[src/rtl/tcld_pkg.sv]
// Package for the text command line decoder.
// Holds the command word table, the command codes and the line control characters.
// No dependencies.
`timescale 1ns / 1ps
`default_nettype none

package tcld_pkg;

    localparam int WORD_COUNT = 7;
    localparam int WORD_MAX   = 16;

    // Word table order equals the command code order.
    typedef enum logic [2:0] {
        CMD_PING          = 3'd0,
        CMD_LAMPS         = 3'd1,
        CMD_BUZZ_ON       = 3'd2,
        CMD_BUZZ_OFF      = 3'd3,
        CMD_OPEN          = 3'd4,
        CMD_OPEN_OVERRIDE = 3'd5,
        CMD_CLOSE         = 3'd6
    } t_cmd;

    localparam int LED_WORD = 1;

    localparam logic [7:0] CHAR_LF  = 8'd10;
    localparam logic [7:0] CHAR_CR  = 8'd13;
    localparam logic [7:0] CHAR_NUL = 8'd0;
    localparam logic [7:0] CHAR_ONE = 8'h31;

    // Right-aligned text, first character in the highest used byte.
    localparam logic [8*WORD_MAX-1:0] WORD_TXT [WORD_COUNT] = '{
        "PING", "LED:", "BUZZ:1", "BUZZ:0",
        "MOTOR:OPEN", "MOTOR:FORCE_OPEN", "MOTOR:CLOSE"
    };

    localparam int WORD_LEN [WORD_COUNT] = '{4, 4, 6, 6, 10, 16, 11};

    // Character of word w at line position pos (pos below the word length).
    function automatic logic [7:0] word_char(input int w, input logic [3:0] pos);
        logic [8*WORD_MAX-1:0] txt;
        int                    sh;
        txt = WORD_TXT[w];
        sh  = ((WORD_LEN[w] - 1 - int'(pos)) & (WORD_MAX - 1)) * 8;
        word_char = txt[sh +: 8];
    endfunction

endpackage

`default_nettype wire

[src/rtl/text_command_line_decoder_top.sv]
// Text command line decoder: turns a received byte stream into command requests.
// Depends on tcld_pkg (word table, command codes).
`timescale 1ns / 1ps
`default_nettype none

// Channel   Direction  Handshake                 Payload
// rx        in         i_rx_valid / o_rx_ready   i_rx_byte
// cmd       out        o_cmd_valid / i_cmd_ready o_command, o_red_lamp, o_yellow_lamp,
//                                                o_green_lamp, o_buzzer_on
//
// One byte per cycle sustained unless a stalled result holds a newline byte; a
// result is valid after its newline byte passes the byte and result registers.
// The byte register feeds one pass of match logic that updates the line state and
// loads the result register in the same cycle.
// Synchronous active-low reset clears the line state, the lamps and the buzzer.
// A stalled result holds only bytes that would produce another result; other bytes
// keep flowing.

module text_command_line_decoder_top #(
    parameter int LINE_BYTES = 32
) (
    input  wire                 i_clk,
    input  wire                 i_rst_n,
    input  wire                 i_rx_valid,
    output logic                o_rx_ready,
    input  wire  [7:0]          i_rx_byte,
    output logic                o_cmd_valid,
    input  wire                 i_cmd_ready,
    output tcld_pkg::t_cmd      o_command,
    output logic                o_red_lamp,
    output logic                o_yellow_lamp,
    output logic                o_green_lamp,
    output logic                o_buzzer_on
);

    import tcld_pkg::*;

    localparam int KW = $clog2(LINE_BYTES);

    // Byte register
    logic                  r_in_valid;
    logic [7:0]            r_in_byte;

    // Line state
    logic [KW-1:0]         r_kept, n_kept;
    logic [WORD_COUNT-1:0] r_flags, n_flags;
    logic                  r_zero_seen, n_zero_seen;
    logic [2:0]            r_lamp_chars, n_lamp_chars;
    logic [2:0]            r_lamps, n_lamps;
    logic                  r_buzzer, n_buzzer;

    // Result register
    logic                  r_out_valid;
    t_cmd                  r_command;
    logic [2:0]            r_out_lamps;
    logic                  r_out_buzzer;

    logic                  is_lf;
    logic                  take;
    logic                  hit_valid;
    t_cmd                  hit_cmd;
    logic                  produce;
    logic                  advance;

    // Find the lowest-coded flagged word of full length (LED: seven or more kept).
    always_comb begin
        hit_valid = 1'b0;
        hit_cmd   = CMD_PING;
        for (int w = WORD_COUNT - 1; w >= 0; w--) begin
            if (r_flags[w]) begin
                if (w == LED_WORD) begin
                    if (r_kept >= KW'(7)) begin
                        hit_valid = 1'b1;
                        hit_cmd   = t_cmd'(w);
                    end
                end else if (r_kept == KW'(WORD_LEN[w])) begin
                    hit_valid = 1'b1;
                    hit_cmd   = t_cmd'(w);
                end
            end
        end
    end

    assign is_lf   = (r_in_byte == CHAR_LF);
    assign take    = !is_lf && (r_in_byte != CHAR_CR) && !r_zero_seen
                     && (r_kept < KW'(LINE_BYTES - 1));
    assign produce = is_lf && hit_valid;
    // Advance the byte register unless it holds a result that cannot land.
    assign advance = r_in_valid && (!produce || !r_out_valid || i_cmd_ready);
    assign o_rx_ready = !r_in_valid || advance;

    always_comb begin
        n_kept       = r_kept;
        n_flags      = r_flags;
        n_zero_seen  = r_zero_seen;
        n_lamp_chars = r_lamp_chars;
        n_lamps      = r_lamps;
        n_buzzer     = r_buzzer;
        if (is_lf) begin
            if (hit_valid) begin
                case (hit_cmd)
                    CMD_LAMPS:    n_lamps  = r_lamp_chars;
                    CMD_BUZZ_ON:  n_buzzer = 1'b1;
                    CMD_BUZZ_OFF: n_buzzer = 1'b0;
                    default:      ;
                endcase
            end
            // Clear the line for the next one.
            n_kept       = '0;
            n_flags      = '1;
            n_zero_seen  = 1'b0;
            n_lamp_chars = '0;
        end else if (take) begin
            if (r_in_byte == CHAR_NUL) begin
                n_zero_seen = 1'b1;
            end else begin
                for (int w = 0; w < WORD_COUNT; w++) begin
                    if (r_kept < KW'(WORD_LEN[w])
                        && word_char(w, r_kept[3:0]) != r_in_byte) begin
                        n_flags[w] = 1'b0;
                    end
                end
                // Lamp characters sit at positions 4, 5 and 6 (red, yellow, green).
                if (r_in_byte == CHAR_ONE) begin
                    if (r_kept == KW'(4)) n_lamp_chars[2] = 1'b1;
                    if (r_kept == KW'(5)) n_lamp_chars[1] = 1'b1;
                    if (r_kept == KW'(6)) n_lamp_chars[0] = 1'b1;
                end
                n_kept = r_kept + KW'(1);
            end
        end
    end

    always_ff @(posedge i_clk) begin
        if (!i_rst_n) begin
            r_in_valid   <= 1'b0;
            r_kept       <= '0;
            r_flags      <= '1;
            r_zero_seen  <= 1'b0;
            r_lamp_chars <= '0;
            r_lamps      <= '0;
            r_buzzer     <= 1'b0;
            r_out_valid  <= 1'b0;
        end else begin
            if (o_rx_ready) begin
                r_in_valid <= i_rx_valid;
            end
            if (advance) begin
                r_kept       <= n_kept;
                r_flags      <= n_flags;
                r_zero_seen  <= n_zero_seen;
                r_lamp_chars <= n_lamp_chars;
                r_lamps      <= n_lamps;
                r_buzzer     <= n_buzzer;
            end
            if (advance && produce) begin
                r_out_valid <= 1'b1;
            end else if (i_cmd_ready) begin
                r_out_valid <= 1'b0;
            end
        end
    end

    // Payload registers: no reset.
    always_ff @(posedge i_clk) begin
        if (o_rx_ready && i_rx_valid) begin
            r_in_byte <= i_rx_byte;
        end
        if (advance && produce) begin
            r_command    <= hit_cmd;
            r_out_lamps  <= n_lamps;
            r_out_buzzer <= n_buzzer;
        end
    end

    assign o_cmd_valid   = r_out_valid;
    assign o_command     = r_command;
    assign o_red_lamp    = r_out_lamps[2];
    assign o_yellow_lamp = r_out_lamps[1];
    assign o_green_lamp  = r_out_lamps[0];
    assign o_buzzer_on   = r_out_buzzer;

`ifndef SYNTHESIS
    a_kept_bound: assert property (@(posedge i_clk) disable iff (!i_rst_n)
        r_kept <= KW'(LINE_BYTES - 1))
        else $error("kept count beyond line limit");

    a_line_clear: assert property (@(posedge i_clk) disable iff (!i_rst_n)
        (advance && is_lf) |=> (r_kept == '0 && r_flags == '1 && !r_zero_seen))
        else $error("line state not cleared after newline");

    a_out_matches_state: assert property (@(posedge i_clk) disable iff (!i_rst_n)
        o_cmd_valid |-> (r_out_lamps == r_lamps && r_out_buzzer == r_buzzer))
        else $error("pending result disagrees with lamp or buzzer state");

    a_cmd_range: assert property (@(posedge i_clk) disable iff (!i_rst_n)
        o_cmd_valid |-> (o_command <= CMD_CLOSE))
        else $error("command code out of range");
`endif

endmodule

`default_nettype wire
[config.mk]
export PLATFORM = sky130hd
export DESIGN_NAME = text_command_line_decoder_top
export DESIGN_NICKNAME = d
export VERILOG_FILES = /design/src/rtl/tcld_pkg.sv /design/src/rtl/text_command_line_decoder_top.sv
export SDC_FILE = /design/constraint.sdc
export NUM_CORES = 1
export LEC_CHECK = 0
export BUFFER_PORTS_ARGS = -buffer_cell sky130_fd_sc_hd__clkbuf_2
export CORE_MARGIN = 5
export CORE_UTILIZATION = 50
export CTS_CLUSTER_DIAMETER = 50
export DETAILED_ROUTE_END_ITERATION = 10
export PLACE_DENSITY_LB_ADDON = 0.3
export SYNTH_ARGS = -nofsm -noshare
export SYNTH_HDL_FRONTEND = slang
export SYNTH_SLANG_ARGS = --single-unit
[constraint.sdc]
create_clock -name i_clk -period 5.8 [get_ports i_clk]
set_input_delay 0.29 -clock i_clk [delete_from_list [all_inputs] [get_ports i_clk]]
set_output_delay 0.29 -clock i_clk [all_outputs]
set_load 0.05 [all_outputs]
# Yosys cells after proc, flatten, opt, wreduce, memory -nomap -nowiden
# Cells that the tools add are included.
word_totals:
  wordCells: 168
  ff_bits: 37
  input_bits: 12
op_classes:
  n_shift: 7
  mux: 59
  eq_ne: 20
  n_lt_le_gt_ge: 7
  n_reduce_logical: 49
  addsub: 6
op_table:
  columns: ["op", "count"]
  rows:
  - ["128-bit by 8-bit variable part select with 8-bit output (first input constant)", 7]
  - ["3-bit two-way mux", 21]
  - ["8-bit inequality test", 7]
  - ["1-bit two-way mux", 31]
  - ["4-bit AND reduction", 7]
  - ["2-bit nonzero test", 14]
  - ["7-bit two-way mux", 3]
  - ["5-bit by 3-bit == test with 1-bit output (second input constant)", 3]
  - ["5-bit two-way mux", 3]
  - ["5-bit AND reduction", 3]
  - ["1-bit logical AND", 14]
  - ["4-bit subtractor (first input constant)", 3]
  - ["5-bit by 4-bit == test with 1-bit output (second input constant)", 2]
  - ["5-bit by 3-bit less-than comparator with 1-bit output (second input constant)", 2]
  - ["5-bit by 4-bit less-than comparator with 1-bit output (second input constant)", 2]
  - ["5-bit less-than comparator (second input constant)", 2]
  - ["8-bit by 4-bit == test with 1-bit output (second input constant)", 1]
  - ["8-bit by 6-bit == test with 1-bit output (second input constant)", 1]
  - ["8-bit logical NOT", 1]
  - ["8-bit by 4-bit inequality test with 1-bit output (second input constant)", 1]
  - ["3-bit by 2-bit == test with 1-bit output (second input constant)", 2]
  - ["3-bit AND reduction", 2]
  - ["5-bit by 1-bit adder with 5-bit output (second input constant)", 1]
  - ["5-bit == test (second input constant)", 1]
  - ["8 further kinds", 14]

# Longest topological paths before layout
# Gate-level depths: netlist (run 1).
depth:
  ltp_word: 22
  mapped_depth: 12
  mapped_depth_nobuf: 10

# Worst setup path before layout (run 1)
# OpenSTA, ideal clock, no wires.
synth_timing:
  kind: "reg2reg"
  from: "reg r_kept[3]"
  to: "reg r_out_buzzer, in the netlist o_buzzer_on, enable pin"
  required_ns: 5.406
  arrival_time_ns: 2.673
  setup_time_ns: 0.394
  setup_slack_ns: 2.733
  synth_period_minus_slack_ns: 3.067
  n_path_buf: 2
  path_stages_with_launch: 9
  path_cell_list: "dfxtp_1 -> clkbuf_8 -> buf_2 -> inv_1 -> ha_1 -> nor4b_2 -> a22oi_1 -> and4b_2 -> nor4_1"
synth_via:
  elab_chain_len: 21
  elab_cells_between_ends: 26
  classes_between: "order compare (1); eq/ne (5); mux (14); reduce/logical (6)"
synth_lines:
  columns: ["element", "line_no", "text"]
  rows:
  - ["start: declaration", "text_command_line_decoder_top.sv:45", "logic [KW-1:0] r_kept, n_kept;"]
  - ["start signal: assignment", "text_command_line_decoder_top.sv:149", "r_kept <= n_kept;"]
  - ["5-bit by 4-bit == test with 1-bit output", "text_command_line_decoder_top.sv:76", "end else if (r_kept == KW'(WORD_LEN[w])) begin"]
  - ["1-bit two-way mux", "text_command_line_decoder_top.sv:76", null]
  - ["1-bit two-way mux", "text_command_line_decoder_top.sv:70", "if (r_flags[w]) begin"]
  - ["1-bit two-way mux", "text_command_line_decoder_top.sv:76", null]
  - ["1-bit two-way mux", "text_command_line_decoder_top.sv:70", null]
  - ["1-bit two-way mux", "text_command_line_decoder_top.sv:76", null]
  - ["1-bit two-way mux", "text_command_line_decoder_top.sv:70", null]
  - ["1-bit two-way mux", "text_command_line_decoder_top.sv:76", null]
  - ["[... 4 more ...]", null, null]
  - ["1-bit two-way mux", "text_command_line_decoder_top.sv:70", null]
  - ["1-bit two-way mux", "text_command_line_decoder_top.sv:76", null]
  - ["1-bit two-way mux (*)", "text_command_line_decoder_top.sv:70", null]
  - ["1-bit logical AND (*)", "text_command_line_decoder_top.sv:87", "assign produce = is_lf && hit_valid;"]
  - ["1-bit logical NOT", "text_command_line_decoder_top.sv:89", "assign advance = r_in_valid && (!produce || !r_out_valid || i_cmd_ready);"]
  - ["1-bit logical OR (2 in series)", "text_command_line_decoder_top.sv:89", null]
  - ["1-bit logical AND", "text_command_line_decoder_top.sv:89", null]
  - ["1-bit logical AND (*)", "text_command_line_decoder_top.sv:169", "if (advance && produce) begin"]
  - ["end signal: assignment", "text_command_line_decoder_top.sv:172", "r_out_buzzer <= n_buzzer;"]
  - ["end: declaration", "text_command_line_decoder_top.sv:56", "logic r_out_buzzer;"]
# Every way passes the cells marked *; elsewhere a longest branch is shown, timed or not.
# A chain may end at the register's enable or synchronous reset.

# Worst setup path after layout (run 1)
layout_timing:
  from: "reg r_kept[2]"
  to: "reg r_flags[4]"
layout_via:
  elab_chain_len: 21
  elab_cells_between_ends: 35
  classes_between: "add/sub (1); order compare (3); eq/ne (6); shift (1); mux (14); reduce/logical (10)"
layout_lines:
  columns: ["element", "line_no", "text"]
  rows:
  - ["5-bit by 4-bit == test with 1-bit output", "text_command_line_decoder_top.sv:76", null]
  - ["1-bit two-way mux", "text_command_line_decoder_top.sv:76", null]
  - ["1-bit two-way mux", "text_command_line_decoder_top.sv:70", null]
  - ["1-bit two-way mux", "text_command_line_decoder_top.sv:76", null]
  - ["1-bit two-way mux", "text_command_line_decoder_top.sv:70", null]
  - ["1-bit two-way mux", "text_command_line_decoder_top.sv:76", null]
  - ["1-bit two-way mux", "text_command_line_decoder_top.sv:70", null]
  - ["1-bit two-way mux", "text_command_line_decoder_top.sv:76", null]
  - ["[... 4 more ...]", null, null]
  - ["1-bit two-way mux", "text_command_line_decoder_top.sv:70", null]
  - ["1-bit two-way mux", "text_command_line_decoder_top.sv:76", null]
  - ["1-bit two-way mux", "text_command_line_decoder_top.sv:70", null]
  - ["1-bit logical AND", "text_command_line_decoder_top.sv:87", null]
  - ["1-bit logical NOT", "text_command_line_decoder_top.sv:89", null]
  - ["1-bit logical OR (2 in series)", "text_command_line_decoder_top.sv:89", null]
  - ["1-bit logical AND", "text_command_line_decoder_top.sv:89", null]
  - ["4-bit AND reduction (no source line) (*)", null, null]
  - ["end signal: assignment", "text_command_line_decoder_top.sv:150", "r_flags <= n_flags;"]
  - ["end: declaration", "text_command_line_decoder_top.sv:46", "logic [WORD_COUNT-1:0] r_flags, n_flags;"]
# Marks and branches as above.

==> flow_metrics.tcl, run 1 <==
set metrics [dict create \
    critPathKind "register to register" \
    synth_cells 383 \
    crit_top_cell "a21oi_1" \
    dp_hpwl_mm 5.98 \
    drive_gt1_share_pct 15.9 \
    die_x_um 91.4 \
    async_reset_ff_share_pct 0 \
    worstSetupStartpointType "register" \
    finalSetupViolations 0 \
    ff2ff_setup_slack_ps 2350 \
    status "complete, no violations" \
    cts_htree_levels 2 \
    max-cap-violations 0 \
    cp_num_buf_inv 1 \
    cts_resized 0 \
    relSlewSlack_pct 42.7 \
    ir_worst_vdd_mv 0.186 \
    hold_violations 0 \
    hold_start "i_rx_byte[7]" \
    final_nets 420 \
    n_fill_cell 583 \
    syn_area_mm2 0.00331 \
    ant_nets 0 \
    synthFlopType "dfxtp_1" \
    start_util_pct 51.8 \
    antenna_found_initial 0 \
    first_iter_violations 299 \
    first_pass_iters 5 \
    dp.cells 459 \
    yosysWarningCount 0 \
    post_drt_via_cell_ratio 6.27 \
    power_uw 630 \
    p_comb_share_pct 20.7 \
    ys_seq_elements 37 \
    pwr-share-seq_pct 48.8 \
    drc 0 \
    synthesis.nets 414 \
    num_rows 29 \
    tritoncts "built" \
    wl_per_cell_um 18.1 \
    holdPathEnd "r_in_byte[7]$_DFFE_PP_" \
    routed_wl_mm 8.45 \
    grtUsageMet2_pct 32.0 \
    die_height_um 91.4 \
    period_share_pct 59.5 \
    routed-via-count 2926 \
    cts_made_buffers 5 \
    clock_power_share_pct 30.4 \
    cts_buffer_depth 2 \
    yosysSeqAreaShare_pct 26.9 \
    clk_latency_ps 300 \
    crit_chain "inv_1 -> ha_1 -> and2b_2 -> nand4_1 -> nand4b_4 -> a211oi_2 -> or2b_2 -> a21oi_1 -> a21oi_1" \
    grt_usage_pct 20.3 \
    synth.area.top_cells "edfxtp_1, dfxtp_1, ha_1" \
    power_density_mw_per_mm2 182 \
    die_area_mm2 0.00835 \
    arrival_ps 3640 \
    grt.busiest_layer "met2" \
    path_clk_slew_ps 80 \
    reg2regPathDepth 9 \
    switchingPower_uw 198 \
    syn_area_per_cell_um2 8.64 \
    grt_util_met1_pct 26.8 \
    post-cts-setup-buffers 0 \
    synth_top_cell_area_share_pct 13.6 \
    fin_crit_ps 3450 \
    grt_max_degree 36 \
    p_leak_nw 1.24 \
    final_cell_mix "nand2_1, nor2_1, a21oi_1" \
    r2r_end "r_flags[4]$_SDFFE_PN1P_" \
    hold_path_class "input port to register" \
    clock.fmax_mhz 290 \
    layout.cells.non_filler 467 \
    end_kind "register" \
    rsz0062_at_grt "false" \
    cp_slowest_cell "dfxtp_1" \
    worst_slack_ps 2350 \
    ctsRootBufferMaster "clkbuf_8" \
    gr-usage-met3_pct 3.06 \
    synth_area_leader_cell "edfxtp_1" \
    internal_power_uw 431 \
    first_global_vias 2824 \
    critPathTopFamily "simple AND/OR/NAND/NOR gates" \
    grt_pass1_wl_mm 14.0 \
    max_stage_delay_ps 730 \
    place_ws_ps 2380 \
    worst_slew_pin_slew_ps 856 \
    antennaDiodeCount 0 \
    final_common_cell "nand2_1" \
    switching_share_pct 31.5 \
    clock-sinks 37 \
    ctsHoldBuffers 0 \
    synth_edf_count 15 \
    skew_ps 9.80 \
    fp.coreArea_mm2 0.00639 \
    critPathMaxFanout 20 \
    grt-ovfl-total 0 \
    slew_viol_final 0 \
    fin_setup_tns_ps 0 \
    gp_congestion 0.984 \
    worstPathRequired_ps 5990 \
    area_growth_pct 4.50 \
    io_buffer_count 20 \
    num_io_pins 21 \
    r2r-start "r_kept[2]$_SDFFE_PN0P_" \
    synth.distinct_cells 77 \
    min_path_cells 1 \
]
-- cell families (layout without fill, tap and decap cells) --
| logic type | count (synthesis) | count (layout) | synth area share (%) |
|---|---|---|---|
| adder cells (fa/ha/maj) | 19 | 19 | 7.18 |
| multiplexers | 17 | 17 | 5.78 |
| AO/OA/AOI/OAI | 100 | 100 | 20.9 |
| AND/OR/NAND/NOR | 136 | 136 | 24.3 |
| flip-flops | 37 | 37 | 26.9 |
| XOR/XNOR | 28 | 28 | 7.41 |
| buffers and inverters | 46 | 53 | 7.52 |
-- synth_stat cells, drive strengths merged, types with 4 or more instances --
cell	instances
xnor2	20
mux2	7
o21ai	22
or4	4
nor4	12
and3	4
o211ai	4
nor2b	12
nor3	4
nand2	29
clkbuf	13
mux2i	9
a211oi	5
a21oi	24
ha	19
o22ai	4
dfxtp	22
a22oi	4
nand4	5
inv	21
nand3	11
edfxtp	15
buf	11
a31oi	9
xor2	8
nor2	28
-- power by group through the flow --
stage	logic [mW]	registers [mW]	clock network [mW]
after floorplan	0.117	0.294	0
after global placement	0.126	0.311	0
after detailed placement	0.128	0.312	0
after CTS	0.128	0.306	0.196
after global routing	0.144	0.309	0.206
final	0.131	0.307	0.192
-- metal layers --
metal / routed length [um] / vias to the layer above / part of all wire, %
li1: - / 1407 / -
met1: 3700 / 1360 / 44
met2: 3900 / 131 / 46
met3: 530 / 28 / 6.3
met4: 313 / 0 / 3.7
met5: 0 / - / 0
-- layout make-up --
type	count	area [um2]	area share [%]
repair buffers	23	123	3.55
well taps	77	96.3	2.79
clock buffers	6	82.6	2.39
multi-input cells	300	2170	62.7
inverters	22	82.6	2.39
flip-flops and latches	37	891	25.8
clock inverters	2	13.8	0.398
-- how the worst max path moves through the flow --
| stage | startpoint | to | slack, ps | depth (start not counted) |
|---|---|---|---|---|
| finish | r_kept[2]$_SDFFE_PN0P_ | r_flags[4]$_SDFFE_PN1P_ | 2350 | 9 |
| global route | r_kept[2]$_SDFFE_PN0P_ | r_flags[4]$_SDFFE_PN1P_ | 2030 | 9 |
| CTS | r_kept[2]$_SDFFE_PN0P_ | r_flags[4]$_SDFFE_PN1P_ | 2370 | 9 |
| detailed placement | r_kept[2]$_SDFFE_PN0P_ | r_flags[4]$_SDFFE_PN1P_ | 2380 | 9 |
| global placement | r_kept[1]$_SDFFE_PN0P_ | r_flags[5]$_SDFFE_PN1P_ | 2480 | 9 |
| floorplan | r_kept[3]$_SDFFE_PN0P_ | o_buzzer_on$_DFFE_PP_ | 2730 | 8 |
-- registers in the layout, summed over array words and instances (netlist names) --
| name | flops |
|---|---|
| r_zero_seen | 1 |
| r_kept | 5 |
| r_lamps | 3 |
| r_in_byte | 8 |
| o_cmd_valid | 1 |
| o_buzzer_on | 1 |
| r_in_valid | 1 |
| o_command | 3 |
| r_out_lamps | 3 |
| r_flags | 7 |
| r_buzzer | 1 |
| r_lamp_chars | 3 |
-- metrics by stage --
stage | hold WS, ps | utilization [%] | cell area (um2)
finish | 168 | 54.2 | 3460
global placement | 448 | 52.6 | 3360
detailed placement | 447 | 52.6 | 3360
floorplan | 389 | - | 3310
global route | 162 | 54.2 | 3460
CTS | 161 | 54.2 | 3460
(Power assumes the default switching activity.)
==> run 2: changes to the inputs <==
ABC_AREA = 1   (was default)
clock period = 3 ns   (was 5.8 ns; I/O delays follow)
==> run 2 against run 1 <==
Global-route usage is 1.9 points higher. Register-to-register slack worse by 1800 ps. Clock-buffer cell count stayed put. Critical path type unchanged. Combinational power grew to 2.9 times the previous value. Area after synthesis is 1.7% lower. Setup slack worse by 1800 ps. Power is 120% higher. Clock skew is 4.0 ps lower. Worst hold slack worse by 140 ps.
==> flow_metrics.tcl, run 2 <==
set metrics [dict create \
    status "complete, no violations" \
    routed-via-count 3410 \
    wl_per_cell_um 15.0 \
    hold_start "i_rx_byte[7]" \
    ant_nets 0 \
    crit_end "r_out_lamps[0]$_DFFE_PP_" \
    fin_crit_ps 2490 \
    io_buffer_count 20 \
    finalInstanceArea_mm2 0.00350 \
    final_cell_mix "nand2_1, nor2_1, nand3_1" \
    yosysSeqAreaShare_pct 27.4 \
    yosysWarningCount 0 \
    period_share_pct 83.0 \
    post-cts-setup-buffers 0 \
    routed_wl_mm 9.05 \
    cts_resized 0 \
    hold_path_class "input port to register" \
    cp_num_cells 13 \
    critPathKind "register to register" \
    switching_share_pct 35.2 \
    reg_top3 "r_in_byte x8, r_flags x7, r_kept x5" \
    path_clk_slew_ps 80 \
    clock-sinks 37 \
    synth_cells 507 \
    ir_worst_vdd_mv 0.283 \
    layout.cells.non_filler 605 \
    worstPathRequired_ps 2980 \
    tritoncts "built" \
    die_height_um 90.6 \
    cts_buffer_depth 2 \
    yosysMostFrequentCell "nand2_1" \
    cts_htree_levels 2 \
    dp.cells 597 \
    rsz0062_at_grt "false" \
    final_util_pct 55.2 \
    synth.distinct_cells 34 \
    r2r_end "r_out_lamps[0]$_DFFE_PP_" \
    ctsRootBufferMaster "clkbuf_8" \
    worst_slew_pin_slew_ps 526 \
    power_density_mw_per_mm2 391 \
    grt_usage_pct 22.2 \
    die_x_um 90.6 \
    seq_area_um2 891 \
    clk_latency_ps 300 \
    grt_pass1_wl_mm 15.0 \
    top_register "r_in_byte" \
    relSlewSlack_pct 65.0 \
    first_global_vias 3066 \
    critPathMaxFanout 10 \
    r2r-start "r_kept[1]$_SDFFE_PN0P_" \
    synthSimpleGateAreaFrac_pct 43.6 \
    grt_max_degree 20 \
    worstSetupStartpointType "register" \
    synth_area_leader_cell "nand2_1" \
    first_pass_iters 6 \
    synth.area.top_cells "nand2_1, edfxtp_1, dfxtp_1" \
    max-cap-violations 0 \
    end_kind "register" \
    multiInputGateArea_mm2 0.00207 \
    skew_ps 5.84 \
    cts_made_buffers 5 \
    synthesis.nets 538 \
    syn_area_per_cell_um2 6.41 \
    synthAdderAreaFrac_pct 7.31 \
    dp_hpwl_mm 6.93 \
    start_util_pct 51.2 \
    drc 0 \
    yosys-top-cells-count "nand2_1, nor2_1, nand3_1, inv_1, o21ai_0" \
    synthMuxAreaShare_pct 0 \
    gp_congestion 1.05 \
    pwr-share-seq_pct 42.8 \
    fin_setup_tns_ps 0 \
    area_growth_pct 7.73 \
    cp_num_buf_inv 3 \
    ys_seq_elements 37 \
    ctsHoldBuffers 0 \
    async_reset_ff_share_pct 0 \
    finalSetupViolations 0 \
    synth_top_family_by_area "simple AND/OR/NAND/NOR gates" \
    largest_reg_flops 8 \
    slew_viol_final 0 \
    drive_gt1_share_pct 12.3 \
    antenna_found_initial 0 \
    critPathTopFamily "simple AND/OR/NAND/NOR gates" \
    first_iter_violations 380 \
    ff2ff_setup_slack_ps 510 \
    synth_edf_count 15 \
    hold_violations 0 \
    p_comb_share_pct 27.4 \
    place_area_mm2 0.00340 \
    synthFlopType "dfxtp_1" \
    fp.coreArea_mm2 0.00635 \
    final_nets 558 \
    switchingPower_uw 482 \
    p_leak_nw 1.70 \
    synth_xor_area_share_pct 2.69 \
    final_common_cell "nand2_1" \
    synth-compound-area-share_pct 10.1 \
    num_io_pins 21 \
    die_area_mm2 0.00822 \
    crit_chain "inv_2 -> ha_1 -> inv_1 -> nor2_1 -> nand4_1 -> nand2_1 -> nor2_2 -> nand2_2 -> nand2_4 -> nand2_4 -> nor2_2 -> nand2_1 -> inv_1" \
    num_rows 29 \
    grt-ovfl-total 0 \
    antennaDiodeCount 0 \
    syn_area_mm2 0.00325 \
    max_stage_delay_ps 430 \
    cp_slowest_cell "dfxtp_1" \
    cp-startpoint "r_kept[1]$_SDFFE_PN0P_" \
    synth_top_cell_area_share_pct 20.3 \
    reg2regPathDepth 13 \
    internal_power_uw 887 \
    clock_power_share_pct 29.7 \
    n_fill_cell 586 \
    clock.fmax_mhz 402 \
    arrival_ps 2470 \
    post_drt_via_cell_ratio 5.64 \
]
-- run 2: changes by cell type after synthesis, moves of 12 or more --
cell / before / now
inv_1: 21 / 41
nand2_1: 29 / 176
nand3_1: 11 / 47
nor2_1: 28 / 50
nor2b_1: 12 / 0
o21ai_0: 21 / 34
xnor2_1: 20 / 1
-- run 2: logic make-up after synthesis --
group,count (synthesis)
buffers and inverters,63
XOR/XNOR,10
adder cells (fa/ha/maj),19
flip-flops,37
AND/OR/NAND/NOR,315
AO/OA/AOI/OAI,63
-- run 2: how the worst min path moves through the flow --
stage,depth (start not counted),slack [ps],end
2_1_floorplan,0,250,r_in_byte[0]$_DFFE_PP_
3_3_place_gp,1,330,r_in_byte[3]$_DFFE_PP_
3_5_place_dp,1,330,r_in_byte[7]$_DFFE_PP_
4_1_cts,1,20,r_in_byte[7]$_DFFE_PP_
5_1_grt,1,10,r_in_byte[5]$_DFFE_PP_
6_report,1,30,r_in_byte[7]$_DFFE_PP_
-- run 2: worst register-to-register path, stage by stage (launching register included) --
cell     delay [ps]
dfxtp_1         430
inv_2           160
ha_1            240
inv_1           190
nor2_1           60
nand4_1         140
nand2_1          90
nor2_2          120
nand2_2         110
nand2_4         100
nand2_4          80
nor2_2          130
nand2_1          90
inv_1           220
-- run 2: power groups by stage --
| stage | Clock (mW) | Sequential [mW] | Combinational (mW) |
|---|---|---|---|
| floorplan | 0 | 0.577 | 0.292 |
| global placement | 0 | 0.595 | 0.360 |
| detailed placement | 0 | 0.596 | 0.364 |
| CTS | 0.416 | 0.584 | 0.365 |
| global route | 0.439 | 0.589 | 0.422 |
| finish | 0.407 | 0.587 | 0.375 |
-- run 2: metal layers --
metal | up-vias | wire length [um] | track usage (%)
met5 | - | 0 | 0
met4 | 0 | 246 | 8.68
met3 | 23 | 777 | 4.33
met2 | 166 | 4050 | 34.3
met1 | 1532 | 3980 | 30.4
li1 | 1689 | - | -
-- run 2: layout make-up --
| cell class | count | share of cell area (%) |
|---|---|---|
| Clock inverter | 2 | 0.393 |
| Sequential cell | 37 | 25.4 |
| Multi-Input combinational cell | 407 | 59.1 |
| Clock buffer | 6 | 2.68 |
| Timing Repair Buffer | 27 | 4.36 |
| Tap cell | 77 | 2.75 |
| Inverter | 49 | 5.29 |
-- run 2: stage by stage --
step                setup slack (ps)  hold slack, ps  power [mW]
floorplan                        480             249       0.869
global placement                 685             329       0.956
detailed placement               582             329       0.960
CTS                              556            19.9        1.37
global route                     291            12.0        1.45
finish                           511            27.2        1.37
==> run 3: changes to the inputs <==
clock period = 2 ns   (was 3 ns; I/O delays follow)
==> run 3 against run 2 <==
The run now ends with setup timing left. Combinational power increased by 100%. Fmax increased by 24%. Final cell count increased by 8.3%. Sequential share of layout area decreased by 3.9 points. Worst hold slack improved by 29 ps. Sequential power increased by 46%. Die area unchanged. Critical endpoint is now r_flags[0]$_SDFFE_PN1P_. Final area increased by 20%. Routed wire length increased by 16%. Via count increased by 8.4%. Non-clock buffer count increased by 49. Largest cell class unchanged.
==> flow_metrics.tcl, run 3 (same netlist as run 2, synthesis figures left out) <==
set metrics [dict create \
    arrival_ps 2250 \
    final_cell_mix "nand2_1, nor2_1, nand3_1" \
    cts_htree_levels 2 \
    hold_path_class "input port to register" \
    antennaDiodeCount 0 \
    grtUsageMet2_pct 37.7 \
    max-cap-violations 0 \
    routed_wl_mm 10.5 \
    reg_top3 "r_in_byte x8, r_flags x7, r_kept x5" \
    ctsRootBufferMaster "clkbuf_8" \
    violations "setup timing" \
    io_buffer_count 20 \
    gp_congestion 1.01 \
    period_share_pct 101 \
    relSlewSlack_pct 74.2 \
    routed-via-count 3695 \
    p_leak_nw 1.95 \
    clock-sinks 37 \
    num_io_pins 21 \
    holdPathEnd "r_in_valid$_SDFFE_PN0P_" \
    min_path_cells 3 \
    place_ws_ps -46.9 \
    cts_buffer_depth 2 \
    ant_nets 0 \
    start_util_pct 51.2 \
    critPathKind "register to register" \
    worst_slew_pin_slew_ps 384 \
    tritoncts "built" \
    die_area_mm2 0.00822 \
    largest_reg_flops 8 \
    rsz0062_at_grt "true" \
    place_area_mm2 0.00368 \
    ff2ff_setup_slack_ps -10 \
    die_x_um 90.6 \
    dp_hpwl_mm 7.60 \
    grt_max_degree 18 \
    grt_usage_pct 24.3 \
    power_density_mw_per_mm2 543 \
    wl_per_cell_um 16.0 \
    post_drt_via_cell_ratio 5.64 \
    fin_crit_ps 2010 \
    finalInstanceArea_mm2 0.00422 \
    first_pass_iters 5 \
    clock.fmax_mhz 497 \
    worst_slack_ps -13.8 \
    drc 0 \
    die_height_um 90.6 \
    hold_violations 0 \
    first_iter_violations 367 \
    num_rows 29 \
    status "finished, violations left" \
    worstSetupStartpointType "register" \
    reg2regPathDepth 12 \
    path_clk_slew_ps 80 \
    final_common_cell "nand2_1" \
    cts_made_buffers 5 \
    clk_latency_ps 290 \
    skew_ps 7.00 \
    hold_start "i_rx_valid" \
    finalSetupViolations 1 \
    slew_viol_final 0 \
    top_register "r_in_byte" \
    antenna_found_initial 0 \
    gr-usage-met3_pct 3.17 \
    grt.busiest_layer "met2" \
    fp.coreArea_mm2 0.00635 \
    ir_worst_vdd_mv 0.518 \
    worstPathRequired_ps 2230 \
    grt_util_met1_pct 34.5 \
    first_global_vias 3339 \
    drive_gt1_share_pct 26.5 \
    r2r_end "r_flags[0]$_SDFFE_PN1P_" \
    grt_pass1_wl_mm 16.2 \
    r2r-start "r_kept[2]$_SDFFE_PN0P_" \
    grt-ovfl-total 0 \
    final_nets 608 \
    area_growth_pct 29.7 \
    end_kind "register" \
    critPathMaxFanout 7 \
]
run 3: changes by cell type in the layout (fill, tap and decap cells not counted), sizes merged:
cell,delta
bufinv,+1
inv,-1
nor2,+1
dlygate4sd3,+8
buf,+42
clkbuf,-1
clkinvlp,+1
clkinv,-1
run 3: cell type report:
cell class | instances | area [um2]
well taps | 77 | 96.3
flip-flops and latches | 37 | 906
inverters | 49 | 201
fillers | 549 | 2130
repair buffers | 76 | 562
multi-input cells | 408 | 2330
clock inverters | 2 | 36.3
clock buffers | 6 | 82.6
run 3: power by group:
group	internal, mW	switching [mW]	total [mW]
Combinational	0.293	0.462	0.756
Clock	0.406	0.269	0.675
Sequential	0.817	0.0396	0.857
Total	1.52	0.771	2.29
run 3: worst max-delay path, stage by stage, from the launching register on:
cell and delay (ps):
dfxtp_4 420, inv_6 60, buf_4 140, ha_2 370, inv_1 80, nand2_1 90, o21bai_1 110, nand2_1 80
nor3_2 190, nand2_1 70, a21oi_1 180, o21ai_1 100, nand2_1 70
run 3: how the worst max path moves through the flow:
stage	from	to	cells after the start
2_1_floorplan	r_kept[3]$_SDFFE_PN0P_	o_buzzer_on$_DFFE_PP_	14
3_3_place_gp	r_kept[0]$_SDFFE_PN0P_	r_flags[2]$_SDFFE_PN1P_	15
3_5_place_dp	r_kept[0]$_SDFFE_PN0P_	r_flags[2]$_SDFFE_PN1P_	15
4_1_cts	r_kept[1]$_SDFFE_PN0P_	o_command[0]$_DFFE_PP_	12
5_1_grt	r_kept[0]$_SDFFE_PN0P_	r_flags[5]$_SDFFE_PN1P_	12
6_report	r_kept[2]$_SDFFE_PN0P_	r_flags[0]$_SDFFE_PN1P_	12
run 3: what timing repair did:
| item | in CTS | in global routing |
|---|---|---|
| gates resized for setup | 3 | 69 |
| gates cloned | 0 | 2 |
| pin swaps | 0 | 9 |
| setup buffers | 0 | 7 |
| setup endpoints to repair | 4 | 39 |
| hold buffers | 8 | 0 |
| hold endpoints to repair | 8 | 0 |
run 3: metrics by stage:
step	hold WS, ps	util [%]	cells	total power, mW	setup TNS, ps
floorplan	199	-	507	1.31	0
global placement	278	57.9	630	1.50	-1.75
detailed placement	279	57.9	630	1.51	-104
CTS	55.5	61.1	646	2.20	0
global route	89.0	66.4	655	2.42	-963
finish	56.5	66.4	655	2.29	-13.8
run 3: routing by layer:
layer  part of all wire (%)  wire length (um)  vias up
met5                      0                 0        -
met4                    2.9               306        0
met3                    8.3               872       27
met2                     46              4830      196
met1                     43              4470     1677
li1                       -                 -     1795
